File: src/hw/rtl/ebcc_pkg.sv
// Shared types, constants and tables for the extent bitmap claim checker.
// Depends on nothing; the RAM, byte merge, sequencer and top files refer to it by scoped names.
`default_nettype none

package ebcc_pkg;

	localparam int PARTITIONS           = 4;
	localparam int BLOCKS_PER_PARTITION = 65536;
	localparam int BYTES_PER_PART       = (BLOCKS_PER_PARTITION + 7) / 8;
	localparam int MAP_BYTES            = PARTITIONS * BYTES_PER_PART;

	localparam int PART_W     = $clog2(PARTITIONS);
	localparam int BYTE_IX_W  = $clog2(BYTES_PER_PART);
	localparam int MAP_ADDR_W = $clog2(MAP_BYTES);
	localparam int BLK_W      = $clog2(BLOCKS_PER_PARTITION);

	localparam int CFG_IX_W   = 3;
	localparam int CFG_DATA_W = 17;
	localparam int LEN_W      = 17;

	// Configuration register indexes.
	localparam logic [CFG_IX_W-1:0] CFG_PARTITION_COUNT = 3'd0;
	localparam logic [CFG_IX_W-1:0] CFG_PART_LEN_0      = 3'd1;
	localparam logic [CFG_IX_W-1:0] CFG_PART_LEN_1      = 3'd2;
	localparam logic [CFG_IX_W-1:0] CFG_PART_LEN_2      = 3'd3;
	localparam logic [CFG_IX_W-1:0] CFG_PART_LEN_3      = 3'd4;
	localparam logic [CFG_IX_W-1:0] CFG_MAP_PRESENT     = 3'd5;
	localparam logic [CFG_IX_W-1:0] CFG_BLOCK_SHIFT     = 3'd6;

	// Result status codes.
	localparam logic [1:0] STATUS_OK        = 2'd0;
	localparam logic [1:0] STATUS_OVERLAP   = 2'd1;
	localparam logic [1:0] STATUS_BAD_START = 2'd2;
	localparam logic [1:0] STATUS_BAD_PART  = 2'd3;

	// Bit select table for the blocks inside one bitmap byte.
	localparam logic [7:0] BIT_SEL [8] = '{8'd1, 8'd2, 8'd4, 8'd8,
		8'd16, 8'd32, 8'd64, 8'd128};

	typedef enum logic [5:0] {
		ST_CLEAR = 6'b000001,
		ST_IDLE  = 6'b000010,
		ST_CHECK = 6'b000100,
		ST_PLAN  = 6'b001000,
		ST_RUN   = 6'b010000,
		ST_DONE  = 6'b100000
	} state_t;

	typedef struct packed {
		logic [2:0]                       partition_count;
		logic [PARTITIONS-1:0][LEN_W-1:0] part_len;
		logic [PARTITIONS-1:0]            map_present;
		logic [3:0]                       block_shift;
	} cfg_t;

	typedef struct packed {
		logic                  en;
		logic [MAP_ADDR_W-1:0] addr;
		logic [7:0]            data;
	} ram_wr_t;

	typedef struct packed {
		logic                  en;
		logic [MAP_ADDR_W-1:0] addr;
	} ram_rd_t;

	typedef struct packed {
		logic [7:0] data;
		logic [2:0] lo;
		logic [2:0] hi;
	} mrg_req_t;

	typedef struct packed {
		logic [7:0] new_data;
		logic       any;
		logic [3:0] count;
		logic [2:0] last_bit;
	} mrg_rsp_t;

endpackage

`default_nettype wire

File: src/hw/rtl/ebcc_byte_merge.sv
// Byte-wide claim unit: clears the claimed bits of one bitmap byte and reports overlaps.
// Depends on ebcc_pkg for the request and response structs and the bit select table.
`default_nettype none

module ebcc_byte_merge (
	input  wire ebcc_pkg::mrg_req_t req,
	output ebcc_pkg::mrg_rsp_t      rsp
);

	logic [7:0] mask;
	logic [7:0] hit;
	logic [3:0] cnt;
	logic [2:0] last;

	always_comb begin
		mask = '0;
		for (int i = 0; i < 8; i++) begin
			if ((3'(i) >= req.lo) && (3'(i) <= req.hi)) begin
				mask = mask | ebcc_pkg::BIT_SEL[i];
			end
		end
		// A claimed block whose bit is already clear is an overlap.
		hit  = mask & ~req.data;
		cnt  = '0;
		last = '0;
		for (int i = 0; i < 8; i++) begin
			cnt = cnt + 4'(hit[i]);
			if (hit[i]) begin
				last = 3'(i);
			end
		end
		rsp.new_data = req.data & ~mask;
		rsp.any      = |hit;
		rsp.count    = cnt;
		rsp.last_bit = last;
	end

endmodule

`default_nettype wire

File: config.mk
export PLATFORM = sky130hd
export DESIGN_NAME = ebcc_byte_merge
export DESIGN_NICKNAME = d
export VERILOG_FILES = /design/src/hw/rtl/ebcc_pkg.sv /design/src/hw/rtl/ebcc_byte_merge.sv
export SDC_FILE = /design/constraint.sdc
export NUM_CORES = 1
export LEC_CHECK = 0
export BUFFER_PORTS_ARGS = -buffer_cell sky130_fd_sc_hd__buf_4
export CORE_AREA = 2 2 39 41
export DETAILED_ROUTE_END_ITERATION = 6
export DIE_AREA = 0 0 41 43
export GPL_TIMING_DRIVEN = 0
export MAX_ROUTING_LAYER = met4
export PLACE_DENSITY = 0.66
export SYNTH_ARGS = -nofsm -noshare
export SYNTH_HDL_FRONTEND = slang
export SYNTH_SLANG_ARGS = --single-unit
File: constraint.sdc
create_clock -name vclk -period 10.05
set_input_delay 2.5125 -clock vclk [all_inputs]
set_output_delay 2.5125 -clock vclk [all_outputs]
set_load 0.01 [all_outputs]
* Word level (Yosys, flattened, before mapping)
Index checks and enable logic that the tools add are counted.
** Operators by class
- Bitwise operators :: 4
- Reduce and logical (&&, ||, !) cells :: 9
- $add $sub $neg :: 7
- Multiplexer cells :: 15
- Order comparisons :: 16
** Operator list (number)
- 2-to-1 mux 3 bit :: 7
- adder 4 x 1 -> 4 bit :: 4
- bitwise AND 8 bit :: 2
- NOT 8 bit :: 2
- >= comparator 3 bit, first input constant :: 4
- less-or-equal comparator 3 bit, first input constant :: 4
- logical AND 1 bit :: 8
- 2-to-1 mux 8 bit :: 1
- OR reduction 8 bit :: 1
- 2-to-1 mux 7 bit :: 1
- >= comparator 1 x 3 -> 1 bit, first input constant :: 2
- >= comparator 2 x 3 -> 1 bit, first input constant :: 2
- less-or-equal comparator 1 x 3 -> 1 bit, first input constant :: 2
- less-or-equal comparator 2 x 3 -> 1 bit, first input constant :: 2
- 2-to-1 mux 6 bit :: 1
- 2-to-1 mux 5 bit :: 1
- adder 3 x 1 -> 4 bit :: 1
- 2-to-1 mux 4 bit :: 1
- adder 2 x 1 -> 3 bit :: 1
- adder 1 x 1 -> 2 bit :: 1
- 2-to-1 mux 1 bit :: 2
- 2-to-1 mux 2 bit :: 1
** Word-level totals
- Logic and storage cells :: 51
- Flip-flop bits (word level) :: 0
- Output and inout port bits :: 16

* Depth between registers and ports, before layout
- Depth in word-level cells :: 18
- Depth in mapped cells :: 11
- Mapped depth without buffers :: 11

* Worst setup path after synthesis
OpenSTA, ideal clock, no wires.
- Path kind :: input to output
- Start :: input req[4] (netlist name)
- End :: output rsp[5] (netlist name)
- Stages on the path :: 11
- Arrival :: 5.335 ns
- Data required time :: 7.537 ns
- Path buffers :: 1
- Slack :: 2.203 ns
- Path through :: buf_4 > nor4_1 > fa_1 > inv_1 > fa_1 > inv_1 > fa_1 > ha_1 > inv_1 > fa_1 > xnor2_1
** RTL lines
- from (decl) :: RTL line ebcc_byte_merge.sv:6 : input wire ebcc_pkg::mrg_req_t req,
- to (decl) :: RTL line ebcc_byte_merge.sv:7 : output ebcc_pkg::mrg_rsp_t rsp

==> key figures <==
Outcome
  – Status: complete, no violations

Timing
  – Final setup violation count: 0
  – FMAX: 122 MHz
  – Max_slew headroom: a little over half
  – Total negative slack: 0 ns
  – RSZ-0062 raised after global routing: no
  – Final Max Slew Viols: 0
  – Final Hold Viols: 0
  – Worst-margin pin slew: 0.688 ns
  – Min Tclk post-route: 8.21 ns
  – Final worst-path cycle share: between 80% and 90%
  – Hold slack final: 5.32 ns

Route
  – Drt pass-1 iters: 2
  – DR vias: roughly 530
  – Routed WL: 1.16 mm
  – DR vias/cell: between 4 and 5
  – Initial drt markers: 2
  – Post-route ant nets: 0
  – DR DRC count: 0
  – DR WL/cell: 10.9 µm

Logic synthesis
  – Post-synthesis sequential area ratio: 0%
  – YS warnings: 0
  – Syn_area_per_cell: 7.24 µm²
  – Unique masters post-synth: 28
  – Cell Area, Synth: 442 µm²
  – Syn nets: 83
  – Synth Instances: a little over 60

Global route
  – Vias in the first global route: 461
  – First-pass GRT wire length: between 1.5 and 2 mm
  – Initial antenna violation count: 0
  – GRT Residual Overflow: 0
  – Tot GR Track Use: 13.5%
  – Largest net degree at the start of global routing: 11

Power and ir drop
  – Peak supply drop: roughly 0.027 mV
  – Power Density: slightly above 50 mW/mm²
  – Reg power frac: 0%
  – Internal Power: 0.0183 mW
  – PnR Total Power: 0.0353 mW
  – Part of the power in the clock network: 0%
  – Switch Pwr: 0.0169 mW
  – Logic pwr share: 100.0%
  – Sw Share: 48.0%
  – Leakage power: approximately 0.34 nW

Worst setup path
  – CP max FO: 10
  – Crit path DAT: 5.70 ns
  – Critical Path RT: 7.54 ns
  – Top delay family on crit path: adder cells
  – Crit path largest cell delay: 0.53 ns
  – Crit-path slowest cell: nor4_1
  – Kind of critical path: input pin to output port
  – Critical path cell sequence: buf_4 > buf_2 > nor4_1 > fa_1 > inv_1 > fa_1 > inv_1 > fa_1 > ha_1 > inv_1 > fa_1 > inv_1 > buf_4
  – CP bufs+invs: 7
  – Crit start category: input pin
  – CP Capture Type: output port

Floorplanning
  – Num rows: 14
  – Die W: 41 µm
  – # IOs: 30
  – Initial core utilization: 31.9%
  – Die Area: roughly 0.0018 mm²
  – Die Span Y: 43 µm
  – Core area: 0.00138 mm²

Finish
  – Antenna Cells: 0
  – Nets@finish: 114
  – Layout cells sized above 1: 40.0%
  – Register area: 0 µm²
  – Num sequential: 0
  – Area grow syn2layout: 53.8%
  – Clkbuf count: 0
  – Layout Cells excl Fill: 106

Worst hold path
  – Worst min path class: input pin to output port

Place
  – Detail Placement HPWL: 1.04 mm
  – IO Port Bufs: 29
  – Cell Count Post-Placement: 106
  – GPL Wtd Cong: 0.788

Clocking
  – Hold-fix buffers at CTS: 0
  – Total setup buffers inserted after CTS: 0
  – Post-cts resize count: 0

Run
  – Max-cap violations: 0
cells in the final DEF, fill, tap and decap left out:
cell type / instances
fa_1: 4
nor4_1: 2
and2_1: 1
nand3_1: 1
nor3_1: 2
o31a_2: 1
nor2b_1: 3
o21a_1: 3
a2111o_1: 1
or4_4: 1
inv_2: 1
ha_1: 4
inv_1: 12
o21a_2: 1
nor4b_1: 1
buf_4: 30
nand2_1: 3
nor2_1: 5
buf_2: 1
or4b_1: 1
o31a_1: 1
a211oi_1: 1
a311oi_1: 1
a21oi_1: 4
xnor2_1: 1
nor3_2: 1
a31oi_1: 1
o31ai_1: 2
metrics by stage:
stage	setup WS, ns	area [µm²]	util, %
after floorplan	2.20	442	-
after global placement	1.83	679	49.1
after detailed placement	1.81	679	49.1
after CTS	1.79	679	49.1
after global routing	1.63	679	49.1
final	1.84	679	49.1
kinds of logic (layout without fill, tap and decap cells):
group | after synthesis | in the layout | share of synthesized area (%)
compound gates | 16 | 16 | 26.9
simple gates | 21 | 21 | 27.8
buf+inv | 15 | 44 | 13.9
fa+ha+maj | 8 | 8 | 29.5
xor+xnor | 1 | 1 | 1.98
layer usage:
metal,vias up,GRT usage (%),wire length [µm]
met4,0,0,0
met3,0,0.524,115
li1,274,-,-
met5,-,-,0
met1,233,15.6,485
met2,20,25.6,556
power by group through the flow:
stage	Clock (mW)	Combinational (mW)	Sequential [mW]
finish	0	0.0353	0
global route	0	0.0396	0
CTS	0	0.0359	0
detailed placement	0	0.0356	0
global placement	0	0.0351	0
floorplan	0	0.0184	0
cells in the mapped netlist, drive strengths merged:
master / instances / share of area, %
o31a: 2 / 4.2
or4b: 1 / 2.3
a31oi: 1 / 1.4
nand2: 3 / 2.5
inv: 13 / 11
a2111o: 1 / 2.5
nor4: 2 / 2.8
o31ai: 2 / 3.4
ha: 4 / 11
xnor2: 1 / 2.0
nor2: 5 / 4.2
buf: 2 / 2.8
nor2b: 3 / 4.2
o21a: 4 / 7.1
and2: 1 / 1.4
a21oi: 4 / 4.5
nor4b: 1 / 2.0
a211oi: 1 / 1.7
fa: 4 / 18
or4: 1 / 2.5
nor3: 3 / 4.5
a311oi: 1 / 2.0
nand3: 1 / 1.1
cell type report:
cell class | instances | area (µm²)
inverters | 13 | 48.8
multi-input cells | 46 | 380
well taps | 16 | 20.0
repair buffers | 29 | 218
plain buffers | 2 | 12.5
fillers | 157 | 704
final timing paths:
kind	from	endpoint	slack (ns)	depth (start not counted)
setup / recovery	req[5]	rsp[4]	1.84	13
hold / removal	req[9]	rsp[11]	5.32	3
Power figures use the tool's default switching activity.
