===== config.mk =====
export PLATFORM = sky130hd
export DESIGN_NAME = ebcc_seq_flat
export DESIGN_NICKNAME = d
export VERILOG_FILES = /design/src/hw/rtl/ebcc_pkg.sv /design/src/hw/rtl/ebcc_if.sv /design/src/hw/rtl/ebcc_seq.sv /design/src/flat_wrapper.sv
export SDC_FILE = /design/constraint.sdc
export NUM_CORES = 1
export LEC_CHECK = 0
export ABC_CLOCK_PERIOD_IN_PS = 8000
export BUFFER_PORTS_ARGS = -buffer_cell sky130_fd_sc_hd__buf_2
export CAP_MARGIN = 20
export CORE_ASPECT_RATIO = 1.4
export CORE_MARGIN = 5
export CORE_UTILIZATION = 30
export DETAILED_ROUTE_END_ITERATION = 8
export PLACE_DENSITY_LB_ADDON = 0.3
export SYNTH_ARGS = -nofsm -noshare
export SYNTH_HDL_FRONTEND = slang
export SYNTH_SLANG_ARGS = --single-unit

===== constraint.sdc =====
create_clock -name clk -period 8 [get_ports clk]
set_input_delay 0.4 -clock clk [delete_from_list [all_inputs] [get_ports clk]]
set_output_delay 0.4 -clock clk [all_outputs]
set_load 0.01 [all_outputs]

===== src/hw/rtl/ebcc_pkg.sv =====
// Shared types, constants and tables for the extent bitmap claim checker.
// Depends on nothing; the RAM, byte merge, sequencer and top files refer to it by scoped names.
`default_nettype none

package ebcc_pkg;

	localparam int PARTITIONS           = 4;
	localparam int BLOCKS_PER_PARTITION = 65536;
	localparam int BYTES_PER_PART       = (BLOCKS_PER_PARTITION + 7) / 8;
	localparam int MAP_BYTES            = PARTITIONS * BYTES_PER_PART;

	localparam int PART_W     = $clog2(PARTITIONS);
	localparam int BYTE_IX_W  = $clog2(BYTES_PER_PART);
	localparam int MAP_ADDR_W = $clog2(MAP_BYTES);
	localparam int BLK_W      = $clog2(BLOCKS_PER_PARTITION);

	localparam int CFG_IX_W   = 3;
	localparam int CFG_DATA_W = 17;
	localparam int LEN_W      = 17;

	// Configuration register indexes.
	localparam logic [CFG_IX_W-1:0] CFG_PARTITION_COUNT = 3'd0;
	localparam logic [CFG_IX_W-1:0] CFG_PART_LEN_0      = 3'd1;
	localparam logic [CFG_IX_W-1:0] CFG_PART_LEN_1      = 3'd2;
	localparam logic [CFG_IX_W-1:0] CFG_PART_LEN_2      = 3'd3;
	localparam logic [CFG_IX_W-1:0] CFG_PART_LEN_3      = 3'd4;
	localparam logic [CFG_IX_W-1:0] CFG_MAP_PRESENT     = 3'd5;
	localparam logic [CFG_IX_W-1:0] CFG_BLOCK_SHIFT     = 3'd6;

	// Result status codes.
	localparam logic [1:0] STATUS_OK        = 2'd0;
	localparam logic [1:0] STATUS_OVERLAP   = 2'd1;
	localparam logic [1:0] STATUS_BAD_START = 2'd2;
	localparam logic [1:0] STATUS_BAD_PART  = 2'd3;

	// Bit select table for the blocks inside one bitmap byte.
	localparam logic [7:0] BIT_SEL [8] = '{8'd1, 8'd2, 8'd4, 8'd8,
		8'd16, 8'd32, 8'd64, 8'd128};

	typedef enum logic [5:0] {
		ST_CLEAR = 6'b000001,
		ST_IDLE  = 6'b000010,
		ST_CHECK = 6'b000100,
		ST_PLAN  = 6'b001000,
		ST_RUN   = 6'b010000,
		ST_DONE  = 6'b100000
	} state_t;

	typedef struct packed {
		logic [2:0]                       partition_count;
		logic [PARTITIONS-1:0][LEN_W-1:0] part_len;
		logic [PARTITIONS-1:0]            map_present;
		logic [3:0]                       block_shift;
	} cfg_t;

	typedef struct packed {
		logic                  en;
		logic [MAP_ADDR_W-1:0] addr;
		logic [7:0]            data;
	} ram_wr_t;

	typedef struct packed {
		logic                  en;
		logic [MAP_ADDR_W-1:0] addr;
	} ram_rd_t;

	typedef struct packed {
		logic [7:0] data;
		logic [2:0] lo;
		logic [2:0] hi;
	} mrg_req_t;

	typedef struct packed {
		logic [7:0] new_data;
		logic       any;
		logic [3:0] count;
		logic [2:0] last_bit;
	} mrg_rsp_t;

endpackage

`default_nettype wire


===== src/hw/rtl/ebcc_if.sv =====
// Valid/ready channel interfaces for claim beats in and result beats out.
// Depends on nothing but the fixed field widths of the block.
`default_nettype none

interface ebcc_claim_if;
	logic        valid;
	logic        ready;
	logic [15:0] partition;
	logic [31:0] start_block;
	logic [31:0] extent_bytes;

	modport source (output valid, output partition, output start_block,
		output extent_bytes, input ready);
	modport sink (input valid, input partition, input start_block,
		input extent_bytes, output ready);
endinterface

interface ebcc_result_if;
	logic        valid;
	logic        ready;
	logic [1:0]  status;
	logic [31:0] error_sector;
	logic [16:0] expected_limit;
	logic [31:0] found_value;
	logic [16:0] overlap_count;
	logic        truncated;

	modport source (output valid, output status, output error_sector,
		output expected_limit, output found_value, output overlap_count,
		output truncated, input ready);
	modport sink (input valid, input status, input error_sector,
		input expected_limit, input found_value, input overlap_count,
		input truncated, output ready);
endinterface

`default_nettype wire


===== src/hw/rtl/ebcc_seq.sv =====
// Sequencer of the claim checker: range checks, extent planning and the byte walk.
// Depends on ebcc_pkg and the channel interfaces; it drives the ports of ebcc_map_ram and ebcc_byte_merge.
`default_nettype none

module ebcc_seq (
	input  wire                        clk,
	input  wire                        arst_n,
	input  wire ebcc_pkg::cfg_t        cfg,
	ebcc_claim_if.sink                 claim,
	ebcc_result_if.source              result,
	output ebcc_pkg::ram_wr_t          ram_wr,
	output ebcc_pkg::ram_rd_t          ram_rd,
	input  wire [7:0]                  ram_rd_data,
	output ebcc_pkg::mrg_req_t         mrg_req,
	input  wire ebcc_pkg::mrg_rsp_t    mrg_rsp
);

	localparam int PW = ebcc_pkg::PART_W;
	localparam int BW = ebcc_pkg::BYTE_IX_W;
	localparam int KW = ebcc_pkg::BLK_W;
	localparam int LW = ebcc_pkg::LEN_W;
	localparam int AW = ebcc_pkg::MAP_ADDR_W;

	ebcc_pkg::state_t state_q;

	logic [AW-1:0] clr_q;
	logic          issue_q;
	logic          valid_s1;
	logic          out_valid_q;

	logic [15:0]   ptn_q;
	logic [31:0]   start_q;
	logic [31:0]   bytes_q;
	logic [23:0]   nblk_q;
	logic [LW-1:0] avail_q;
	logic [KW-1:0] last_blk_q;
	logic [BW-1:0] rd_byte_q;
	logic [BW-1:0] byte_s1;

	logic [1:0]    status_q;
	logic [31:0]   sector_q;
	logic [LW-1:0] expected_q;
	logic [31:0]   found_q;
	logic [LW-1:0] ovl_q;
	logic          trunc_q;

	logic [1:0]    out_status_q;
	logic [31:0]   out_sector_q;
	logic [LW-1:0] out_expected_q;
	logic [31:0]   out_found_q;
	logic [LW-1:0] out_ovl_q;
	logic          out_trunc_q;

	logic [PW-1:0] part_sel;
	logic [2:0]    count_eff;
	logic [LW-1:0] len_raw;
	logic [LW-1:0] len_eff;
	logic          bad_part;
	logic          bad_start;
	logic          map_on;
	logic [22:0]   quot;
	logic          rem_nz;
	logic [23:0]   nblk_w;
	logic [LW-1:0] avail_w;
	logic          clip;
	logic [LW-1:0] n_w;
	logic [LW-1:0] last_sum;
	logic [BW-1:0] first_byte;
	logic [BW-1:0] last_byte;
	logic          rd_last;
	logic          out_load;

	assign part_sel   = ptn_q[PW-1:0];
	assign count_eff  = (cfg.partition_count > 3'(ebcc_pkg::PARTITIONS)) ?
		3'(ebcc_pkg::PARTITIONS) : cfg.partition_count;
	assign len_raw    = cfg.part_len[part_sel];
	assign len_eff    = (len_raw > LW'(ebcc_pkg::BLOCKS_PER_PARTITION)) ?
		LW'(ebcc_pkg::BLOCKS_PER_PARTITION) : len_raw;
	assign bad_part   = ptn_q >= {13'b0, count_eff};
	assign bad_start  = start_q >= {15'b0, len_eff};
	assign map_on     = cfg.map_present[part_sel];

	// Round the byte length up to whole blocks; the shift is clamped to 9..12.
	always_comb begin
		case (cfg.block_shift) inside
			[4'd0:4'd9]: begin
				quot   = bytes_q[31:9];
				rem_nz = |bytes_q[8:0];
			end
			4'd10: begin
				quot   = {1'b0, bytes_q[31:10]};
				rem_nz = |bytes_q[9:0];
			end
			4'd11: begin
				quot   = {2'b0, bytes_q[31:11]};
				rem_nz = |bytes_q[10:0];
			end
			default: begin
				quot   = {3'b0, bytes_q[31:12]};
				rem_nz = |bytes_q[11:0];
			end
		endcase
	end

	assign nblk_w   = {1'b0, quot} + {23'b0, rem_nz};
	// Only used once the start block is known to be inside the partition.
	assign avail_w  = len_eff - start_q[LW-1:0];
	assign clip     = nblk_q > {7'b0, avail_q};
	assign n_w      = clip ? avail_q : nblk_q[LW-1:0];
	assign last_sum = {1'b0, start_q[KW-1:0]} + n_w - LW'(1);

	assign first_byte = start_q[KW-1:3];
	assign last_byte  = last_blk_q[KW-1:3];
	assign rd_last    = rd_byte_q == last_byte;
	assign out_load   = (state_q == ebcc_pkg::ST_DONE) && (!out_valid_q || result.ready);

	assign claim.ready = state_q == ebcc_pkg::ST_IDLE;

	assign ram_rd.en   = (state_q == ebcc_pkg::ST_RUN) && issue_q;
	assign ram_rd.addr = {part_sel, rd_byte_q};

	always_comb begin
		if (state_q == ebcc_pkg::ST_CLEAR) begin
			ram_wr.en   = 1'b1;
			ram_wr.addr = clr_q;
			ram_wr.data = 8'hFF;
		end else begin
			ram_wr.en   = valid_s1;
			ram_wr.addr = {part_sel, byte_s1};
			ram_wr.data = mrg_rsp.new_data;
		end
	end

	assign mrg_req.data = ram_rd_data;
	assign mrg_req.lo   = (byte_s1 == first_byte) ? start_q[2:0] : 3'd0;
	assign mrg_req.hi   = (byte_s1 == last_byte) ? last_blk_q[2:0] : 3'd7;

	always_ff @(posedge clk or negedge arst_n) begin
		if (!arst_n) begin
			state_q     <= ebcc_pkg::ST_CLEAR;
			clr_q       <= '0;
			issue_q     <= 1'b0;
			valid_s1    <= 1'b0;
			out_valid_q <= 1'b0;
		end else begin
			valid_s1 <= (state_q == ebcc_pkg::ST_RUN) && issue_q;
			if (out_load) begin
				out_valid_q <= 1'b1;
			end else if (result.ready) begin
				out_valid_q <= 1'b0;
			end
			case (state_q)
				ebcc_pkg::ST_CLEAR: begin
					clr_q <= clr_q + AW'(1);
					if (clr_q == '1) begin
						state_q <= ebcc_pkg::ST_IDLE;
					end
				end
				ebcc_pkg::ST_IDLE: begin
					if (claim.valid) begin
						state_q <= ebcc_pkg::ST_CHECK;
					end
				end
				ebcc_pkg::ST_CHECK: begin
					if (bad_part || bad_start || !map_on) begin
						state_q <= ebcc_pkg::ST_DONE;
					end else begin
						state_q <= ebcc_pkg::ST_PLAN;
					end
				end
				ebcc_pkg::ST_PLAN: begin
					if (n_w == '0) begin
						state_q <= ebcc_pkg::ST_DONE;
					end else begin
						issue_q <= 1'b1;
						state_q <= ebcc_pkg::ST_RUN;
					end
				end
				ebcc_pkg::ST_RUN: begin
					if (issue_q && rd_last) begin
						issue_q <= 1'b0;
					end
					if (valid_s1 && (byte_s1 == last_byte)) begin
						state_q <= ebcc_pkg::ST_DONE;
					end
				end
				ebcc_pkg::ST_DONE: begin
					if (out_load) begin
						state_q <= ebcc_pkg::ST_IDLE;
					end
				end
				default: begin
					state_q <= ebcc_pkg::ST_IDLE;
				end
			endcase
		end
	end

	always_ff @(posedge clk) begin
		byte_s1 <= rd_byte_q;
		if (claim.valid && claim.ready) begin
			ptn_q   <= claim.partition;
			start_q <= claim.start_block;
			bytes_q <= claim.extent_bytes;
		end
		case (state_q)
			ebcc_pkg::ST_CHECK: begin
				nblk_q  <= nblk_w;
				avail_q <= avail_w;
				ovl_q   <= '0;
				trunc_q <= 1'b0;
				if (bad_part) begin
					status_q   <= ebcc_pkg::STATUS_BAD_PART;
					sector_q   <= start_q;
					expected_q <= {14'b0, count_eff};
					found_q    <= {16'b0, ptn_q};
				end else if (bad_start) begin
					status_q   <= ebcc_pkg::STATUS_BAD_START;
					sector_q   <= start_q;
					expected_q <= len_eff;
					found_q    <= start_q;
				end else begin
					status_q   <= ebcc_pkg::STATUS_OK;
					sector_q   <= '0;
					expected_q <= '0;
					found_q    <= '0;
				end
			end
			ebcc_pkg::ST_PLAN: begin
				trunc_q    <= clip;
				last_blk_q <= last_sum[KW-1:0];
				rd_byte_q  <= first_byte;
			end
			ebcc_pkg::ST_RUN: begin
				if (issue_q && !rd_last) begin
					rd_byte_q <= rd_byte_q + BW'(1);
				end
				if (valid_s1 && mrg_rsp.any) begin
					status_q <= ebcc_pkg::STATUS_OVERLAP;
					sector_q <= {16'b0, byte_s1, mrg_rsp.last_bit};
					ovl_q    <= ovl_q + LW'(mrg_rsp.count);
				end
			end
			default: begin
			end
		endcase
		if (out_load) begin
			out_status_q   <= status_q;
			out_sector_q   <= sector_q;
			out_expected_q <= expected_q;
			out_found_q    <= found_q;
			out_ovl_q      <= ovl_q;
			out_trunc_q    <= trunc_q;
		end
	end

	assign result.valid          = out_valid_q;
	assign result.status         = out_status_q;
	assign result.error_sector   = out_sector_q;
	assign result.expected_limit = out_expected_q;
	assign result.found_value    = out_found_q;
	assign result.overlap_count  = out_ovl_q;
	assign result.truncated      = out_trunc_q;

`ifndef SYNTHESIS
	a_ram_no_same_addr: assert property (@(posedge clk) disable iff (!arst_n)
		(ram_wr.en && ram_rd.en) |-> (ram_wr.addr != ram_rd.addr))
		else $error("bitmap read and write hit the same byte");

	a_s1_only_in_run: assert property (@(posedge clk) disable iff (!arst_n)
		valid_s1 |-> (state_q == ebcc_pkg::ST_RUN))
		else $error("byte merge stage active outside the walk");

	a_overlap_counted: assert property (@(posedge clk) disable iff (!arst_n)
		(result.valid && (result.status == ebcc_pkg::STATUS_OVERLAP))
		|-> (result.overlap_count != '0))
		else $error("overlap status without an overlap count");

	a_reject_clean: assert property (@(posedge clk) disable iff (!arst_n)
		(result.valid && ((result.status == ebcc_pkg::STATUS_BAD_START) ||
		(result.status == ebcc_pkg::STATUS_BAD_PART)))
		|-> ((result.overlap_count == '0) && !result.truncated))
		else $error("rejected claim reports walk results");
`endif

endmodule

`default_nettype wire


===== src/flat_wrapper.sv =====
// flat-port wrapper written by rule: the top's interface ports become plain ports
module ebcc_seq_flat 
  (clk, arst_n, cfg, ram_wr, ram_rd, ram_rd_data, mrg_req, mrg_rsp, claim_valid, claim_partition, claim_start_block, claim_extent_bytes, claim_ready, result_valid, result_status, result_error_sector, result_expected_limit, result_found_value, result_overlap_count, result_truncated, result_ready);
  ebcc_claim_if claim_i ();
  ebcc_result_if result_i ();
  input  wire clk;
  input  wire arst_n;
  input  wire ebcc_pkg::cfg_t cfg;
  output ebcc_pkg::ram_wr_t ram_wr;
  output ebcc_pkg::ram_rd_t ram_rd;
  input  wire [7:0] ram_rd_data;
  output ebcc_pkg::mrg_req_t mrg_req;
  input  wire ebcc_pkg::mrg_rsp_t mrg_rsp;
  input wire logic [$bits(claim_i.valid)-1:0] claim_valid;
  input wire logic [$bits(claim_i.partition)-1:0] claim_partition;
  input wire logic [$bits(claim_i.start_block)-1:0] claim_start_block;
  input wire logic [$bits(claim_i.extent_bytes)-1:0] claim_extent_bytes;
  output wire logic [$bits(claim_i.ready)-1:0] claim_ready;
  output wire logic [$bits(result_i.valid)-1:0] result_valid;
  output wire logic [$bits(result_i.status)-1:0] result_status;
  output wire logic [$bits(result_i.error_sector)-1:0] result_error_sector;
  output wire logic [$bits(result_i.expected_limit)-1:0] result_expected_limit;
  output wire logic [$bits(result_i.found_value)-1:0] result_found_value;
  output wire logic [$bits(result_i.overlap_count)-1:0] result_overlap_count;
  output wire logic [$bits(result_i.truncated)-1:0] result_truncated;
  input wire logic [$bits(result_i.ready)-1:0] result_ready;
  assign claim_i.valid = claim_valid;
  assign claim_i.partition = claim_partition;
  assign claim_i.start_block = claim_start_block;
  assign claim_i.extent_bytes = claim_extent_bytes;
  assign claim_ready = claim_i.ready;
  assign result_valid = result_i.valid;
  assign result_status = result_i.status;
  assign result_error_sector = result_i.error_sector;
  assign result_expected_limit = result_i.expected_limit;
  assign result_found_value = result_i.found_value;
  assign result_overlap_count = result_i.overlap_count;
  assign result_truncated = result_i.truncated;
  assign result_i.ready = result_ready;
  ebcc_seq u_core (.clk(clk), .arst_n(arst_n), .cfg(cfg), .claim(claim_i), .result(result_i), .ram_wr(ram_wr), .ram_rd(ram_rd), .ram_rd_data(ram_rd_data), .mrg_req(mrg_req), .mrg_rsp(mrg_rsp));
endmodule

Word-level counts from Yosys, hierarchy flattened

Index checks and enable logic that the tools add are counted.

Flip-flop bits (word level): 389

Bitwise logic cells: 1
Equality and inequality tests: 20
Multiplexer cells: 44
Magnitude comparators: 8
Reduce and logical (&&, ||, !) cells: 28
$add $sub $neg: 7

Operator list:

| operator                                                             | count |
|---|---|
| 32-bit 2-to-1 mux                                                    | 3 |
| 17-bit 2-to-1 mux                                                    | 4 |
| 32-bit one-hot mux with 2 select lines                               | 1 |
| 23-bit 2-to-1 mux                                                    | 2 |
| 13-bit == test                                                       | 3 |
| 6-bit 2-to-1 mux                                                     | 6 |
| 6-bit one-hot mux with 6 select lines                                | 1 |
| 17-bit binary-select mux with 2-bit select                           | 1 |
| 17-bit one-hot mux with 2 select lines                               | 1 |
| 32-bit by 17-bit >= comparator with 1-bit output                     | 1 |
| 13-bit one-hot mux with 2 select lines                               | 1 |
| 23-bit by 1-bit adder with 24-bit output                             | 1 |
| 24-bit by 17-bit > comparator with 1-bit output                      | 1 |
| 24-bit 2-to-1 mux                                                    | 1 |
| 21-bit 2-to-1 mux                                                    | 1 |
| 17-bit by 4-bit adder with 17-bit output                             | 1 |
| 17-bit > comparator, second input constant                           | 1 |
| 17-bit logical NOT                                                   | 1 |
| 17-bit subtractor                                                    | 1 |
| 16-bit adder                                                         | 1 |
| 16-bit by 3-bit >= comparator with 1-bit output                      | 1 |
| 16-bit 2-to-1 mux                                                    | 1 |
| 16-bit by 1-bit subtractor with 16-bit output, second input constant | 1 |
| 15-bit by 1-bit adder with 15-bit output, second input constant      | 1 |
| 35 further kinds                                                     | 71 |

Longest topological paths before layout

Word-level depth: 9
Mapped depth: 22
Mapped depth without buffers: 21

Worst setup path before layout

No wires, ideal clock.

Path type: reg2reg
From: register u_core.state_q[1]
To: register u_core.out_sector_q[0], in the netlist u_core.result.error_sector[0] (enable)
Required time: 7.428 ns
Path buffers: 0
Slack: 2.006 ns
Clock period less this slack: 5.994 ns
Cell stages (with the launch flop): 4
Data arrival time: 5.421 ns
Cells stage by stage: dfrtp_1 -> nor4_1 -> nand3b_1 -> nor2b_1

Cells in the longest elaborated chain, start to end: 2

Ends and longest elaborated chain:

| element                   | RTL line        | text |
|---|---|---|
| from (decl)               | ebcc_seq.sv:24  | `ebcc_pkg::state_t state_q;` |
| from (signal assigned)    | ebcc_seq.sv:140 | `state_q <= ebcc_pkg::ST_CLEAR;` |
| from (signal assigned)    | ebcc_seq.sv:156 | `state_q <= ebcc_pkg::ST_IDLE;` |
| from (signal assigned)    | ebcc_seq.sv:161 | `state_q <= ebcc_pkg::ST_CHECK;` |
| 6-bit == test             | ebcc_seq.sv:115 | `assign out_load = (state_q == ebcc_pkg::ST_DONE) && (!out_valid_q \|\| result.ready);` |
| 1-bit logical AND         | ebcc_seq.sv:115 |  |
| named net u_core.out_load | ebcc_seq.sv:71  | `logic out_load;` |
| to (signal assigned)      | ebcc_seq.sv:249 | `out_sector_q <= sector_q;` |
| to (decl)                 | ebcc_seq.sv:48  | `logic [31:0] out_sector_q;` |

The timed path passes the listed nets, and every way through them passes these cells.
A chain may end at the register's enable or synchronous reset.

Final worst setup path

From: register u_core.avail_q[1]
To: register u_core.last_blk_q[15] (data pin)

Cells in the longest elaborated chain, start to end: 4

Ends and longest elaborated chain:

| element                                           | RTL line        | text |
|---|---|---|
| from (decl)                                       | ebcc_seq.sv:35  | `logic [LW-1:0] avail_q;` |
| from (signal assigned)                            | ebcc_seq.sv:209 | `avail_q <= avail_w;` |
| 24-bit by 17-bit > comparator with 1-bit output   | ebcc_seq.sv:108 | `assign clip = nblk_q > {7'b0, avail_q};` |
| 17-bit 2-to-1 mux (*)                             | ebcc_seq.sv:109 | `assign n_w = clip ? avail_q : nblk_q[LW-1:0];` |
| 16-bit adder (*)                                  | ebcc_seq.sv:110 | `assign last_sum = {1'b0, start_q[KW-1:0]} + n_w - LW'(1);` |
| 16-bit by 1-bit subtractor with 16-bit output (*) | ebcc_seq.sv:110 |  |
| named net u_core.last_sum[15]                     | ebcc_seq.sv:67  | `logic [LW-1:0] last_sum;` |
| to (signal assigned)                              | ebcc_seq.sv:231 | `last_blk_q <= last_sum[KW-1:0];` |
| to (decl)                                         | ebcc_seq.sv:36  | `logic [KW-1:0] last_blk_q;` |

Mark *: on every way through the listed nets, which the timed path passes. The rest lies on a longest branch.

==> metrics <==
CTS Root Cell=clkbuf_16; worst path cell trace=inv_1 -> ha_1 -> nor2b_1 -> o211ai_1 -> a21oi_1 -> o311a_1 -> o21ai_2 -> buf_4 -> a21oi_1 -> ha_1 -> inv_1 -> ha_1 -> fa_1 -> a211oi_1 -> o21ai_0 -> o211a_1 -> a41o_1 -> o41a_1 -> a21o_1 -> a21oi_1 -> xnor2_1; Max-slew headroom=28.8%; sequential group share of total power=45.5%; post-synthesis sequential area ratio=60.8%; internal power=roughly 0.0043 W; synth unique cells=slightly above 80; Finished Core Util=37.9%; vias per cell=between 4 and 5; combinational share of power=23.7%; Crit Path Class=register to register; CP top delay family=compound AO/OA/AOI/OAI gates; LEAKAGE=9.39 nW; IO buf count=about 330; # fillers=5880; worst setup path end=u_core.last_blk_q[15]$_DFFE_PP_; width of the die=222 um; biggest area consumer among synthesized cells=edfxtp_1; Detail Route Antenna Nets=0; Post-Syn Instances=1493; share of cells above drive strength 1=around a quarter; Fin. Hold Viols=0; Clock Path Buffers=3; CTS tree=built; Commonest cells post-synth=352 x edfxtp_1, 150 x nand2_1, 100 x inv_1; cts bufs inserted=between 40 and 50; Post-synth EDFFs=352; DR vias=13100; Sw Ratio=30.3%; WL final=54200 um; Hold WS=roughly 0.041 ns; Min Clock Period, post-route=approximately 5 ns; # diodes=0; die height=306 um; Die ar.=around 0.068 mm2; worst IR drop on VDD=0.183 mV; Clock Sinks=389; Critical Path Source Type=register; Final period util=62.8%; crit-path max FO=32; FF-to-FF path depth=21; CP max stage delay=roughly 0.43 ns; Setup Viol. Count Final=0; top cell type's share of synthesized area=56.2%; Worst Setup SP=u_core.avail_q[1]$_DFFE_PP_; drt first pass iters=5; Starting Density=between 30% and 40%; Final nets=approximately 2200; DRC viols=0; R2R setup slack=between 2 and 3 ns; Worst-Margin Slew=1.06 ns; maxcap violations=0; pwr dens=262 mW/mm2; Hold Path Depth=1; GRT Overall Usage=about 16%; DP Cell Count=2607; DR WL/cell=19.6 um; htree depth=2; clock slew at reported path FFs=0.06 ns; global-route wire length before repair=82100 um; YS warnings=0; GP Congestion=just under 0.9; Clock Skew=0.0271 ns; status=complete, no violations; Async SR Flop Fraction=6.17%; WP buf/inv=3; CP max-delay cell=fa_1; Area Growth Syn to Fin=25.2%; Clk Latency, worst-skew pair=0.57 ns; largest net degree at the start of global routing=52; R2R Path Start=u_core.avail_q[1]$_DFFE_PP_; initial antenna violation count=1; placeable core area=0.0620 mm2; WP depth=21; setup TNS=0 ns; post_cts resized=0; 1st-iter DRT viols=683; dominant cell by count in the synthesized netlist=edfxtp_1; fmax=199 MHz; Area contributors post-synth=edfxtp_1 56%, ha_1 6.0%, xnor2_1 3.3%; postcts setup bufs=0; Net Switching=0.00187 W; RSZ-0062 raised after global routing=false; Post-Syn Area=roughly 0.019 mm2; flop and latch count out of synthesis=389; RR Endpoint=u_core.last_blk_q[15]$_DFFE_PP_; detailed placement HPWL=~41000 um; Mapped Nets=1773; Post-synth top flop=edfxtp_1; WP data arrival=approximately 5.3 ns; vias in the first global route=13700; grt total ovfl=0; Final Non-Filler Cells=2761; Clock power frac=a little under a third; HP Class=input port to register; Critical Path RT=slightly above 8 ns; IO Count=between 300 and 400; Setup crit end kind=register; row cnt=108; Final Slew Violations=0; Mean Syn Cell Area=12.6 um2
[power groups by stage]
stage	registers (W)	logic (W)	clock network, W
floorplan	0.00279	0.000997	0
global placement	0.00285	0.00139	0
detailed placement	0.00285	0.00142	0
CTS	0.00281	0.00146	0.00197
global route	0.00283	0.00163	0.00205
finish	0.00281	0.00146	0.00190
[state kept, by name, summed over array words and instances (netlist names), 2 cells and up]
signal / cells
u_core.bytes_q: 32
u_core.found_q: 32
u_core.result.error_sector: 32
u_core.result.found_value: 32
u_core.sector_q: 32
u_core.start_q: 32
u_core.nblk_q: 24
u_core.avail_q: 17
u_core.expected_q: 17
u_core.ovl_q: 17
u_core.result.expected_limit: 17
u_core.result.overlap_count: 17
u_core.last_blk_q: 16
u_core.ptn_q: 16
u_core.clr_q: 15
u_core.byte_s1: 13
u_core.rd_byte_q: 13
u_core.state_q: 6
u_core.result.status: 2
u_core.status_q: 2
[what timing repair did]
item	4_1_cts	5_1_grt
hold buffers	78	0
hold endpoints to repair	100	0
endpoints found under the setup margin	0	0
[cell usage in the layout (no fill, tap or decap), types with 41 or more instances in the layout]
| cell type | n |
|---|---|
| edfxtp_1 | 352 |
| nor2_1 | 85 |
| ha_1 | 90 |
| buf_2 | 327 |
| dlygate4sd3_1 | 78 |
| clkbuf_16 | 41 |
| inv_1 | 99 |
| o21ai_0 | 51 |
| xnor2_1 | 71 |
| a21oi_1 | 56 |
| nand2_1 | 150 |
| xor2_1 | 47 |
[stage by stage]
step / setup slack (ns) / area (um2) / power, W
final: 2.97 / 23500 / 0.00617
after detailed placement: 2.77 / 21400 / 0.00428
after floorplan: 2.01 / 18800 / 0.00379
after global placement: 2.86 / 21300 / 0.00424
after CTS: 2.76 / 23500 / 0.00625
after global routing: 2.68 / 23500 / 0.00651
[final cells by class]
class	count	area, um2	area share (%)
Multi-Input combinational cell	949	6750	28.7
Timing Repair Buffer	424	2600	11.1
Inverter	100	377	1.60
Tap cell	825	1030	4.39
Clock inverter	22	238	1.01
Sequential cell	389	11400	48.6
Clock buffer	52	1110	4.70
[logic make-up (layout without fill, tap and decap cells)]
logic type      Yosys count  in the layout  synth area share, %
compound gates          230            230                 8.35
mux                      28             28                 2.66
buf+inv                 155            598                 3.45
flops                   389            389                 60.8
fa+ha+maj                93             93                 6.31
xor+xnor                118            118                 5.50
simple gates            480            480                 12.9
[how the worst min path moves through the flow]
stage	startpoint	endpoint	slack, ns
finish	claim_start_block[16]	u_core.start_q[16]$_DFFE_PP_	0.04
global route	claim_start_block[16]	u_core.start_q[16]$_DFFE_PP_	0.02
CTS	claim_start_block[16]	u_core.start_q[16]$_DFFE_PP_	0.01
detailed placement	u_core.sector_q[24]$_SDFFCE_PP0P_	u_core.result.error_sector[24]$_DFFE_PP_	0.40
global placement	u_core.found_q[10]$_DFFE_PP_	u_core.result.found_value[10]$_DFFE_PP_	0.40
floorplan	arst_n	u_core.clr_q[0]$_DFFE_PN0P_	0.10
[layer usage]
layer / share of wire, % / up-vias / global-route usage (%)
met5: 0.024 / - / 0
met1: 38 / 6336 / 17.2
met2: 52 / 387 / 28.8
met3: 4.9 / 141 / 2.97
li1: - / 6250 / -
met4: 4.8 / 2 / 6.75
No activity file was read; power rests on OpenSTA's default activity.
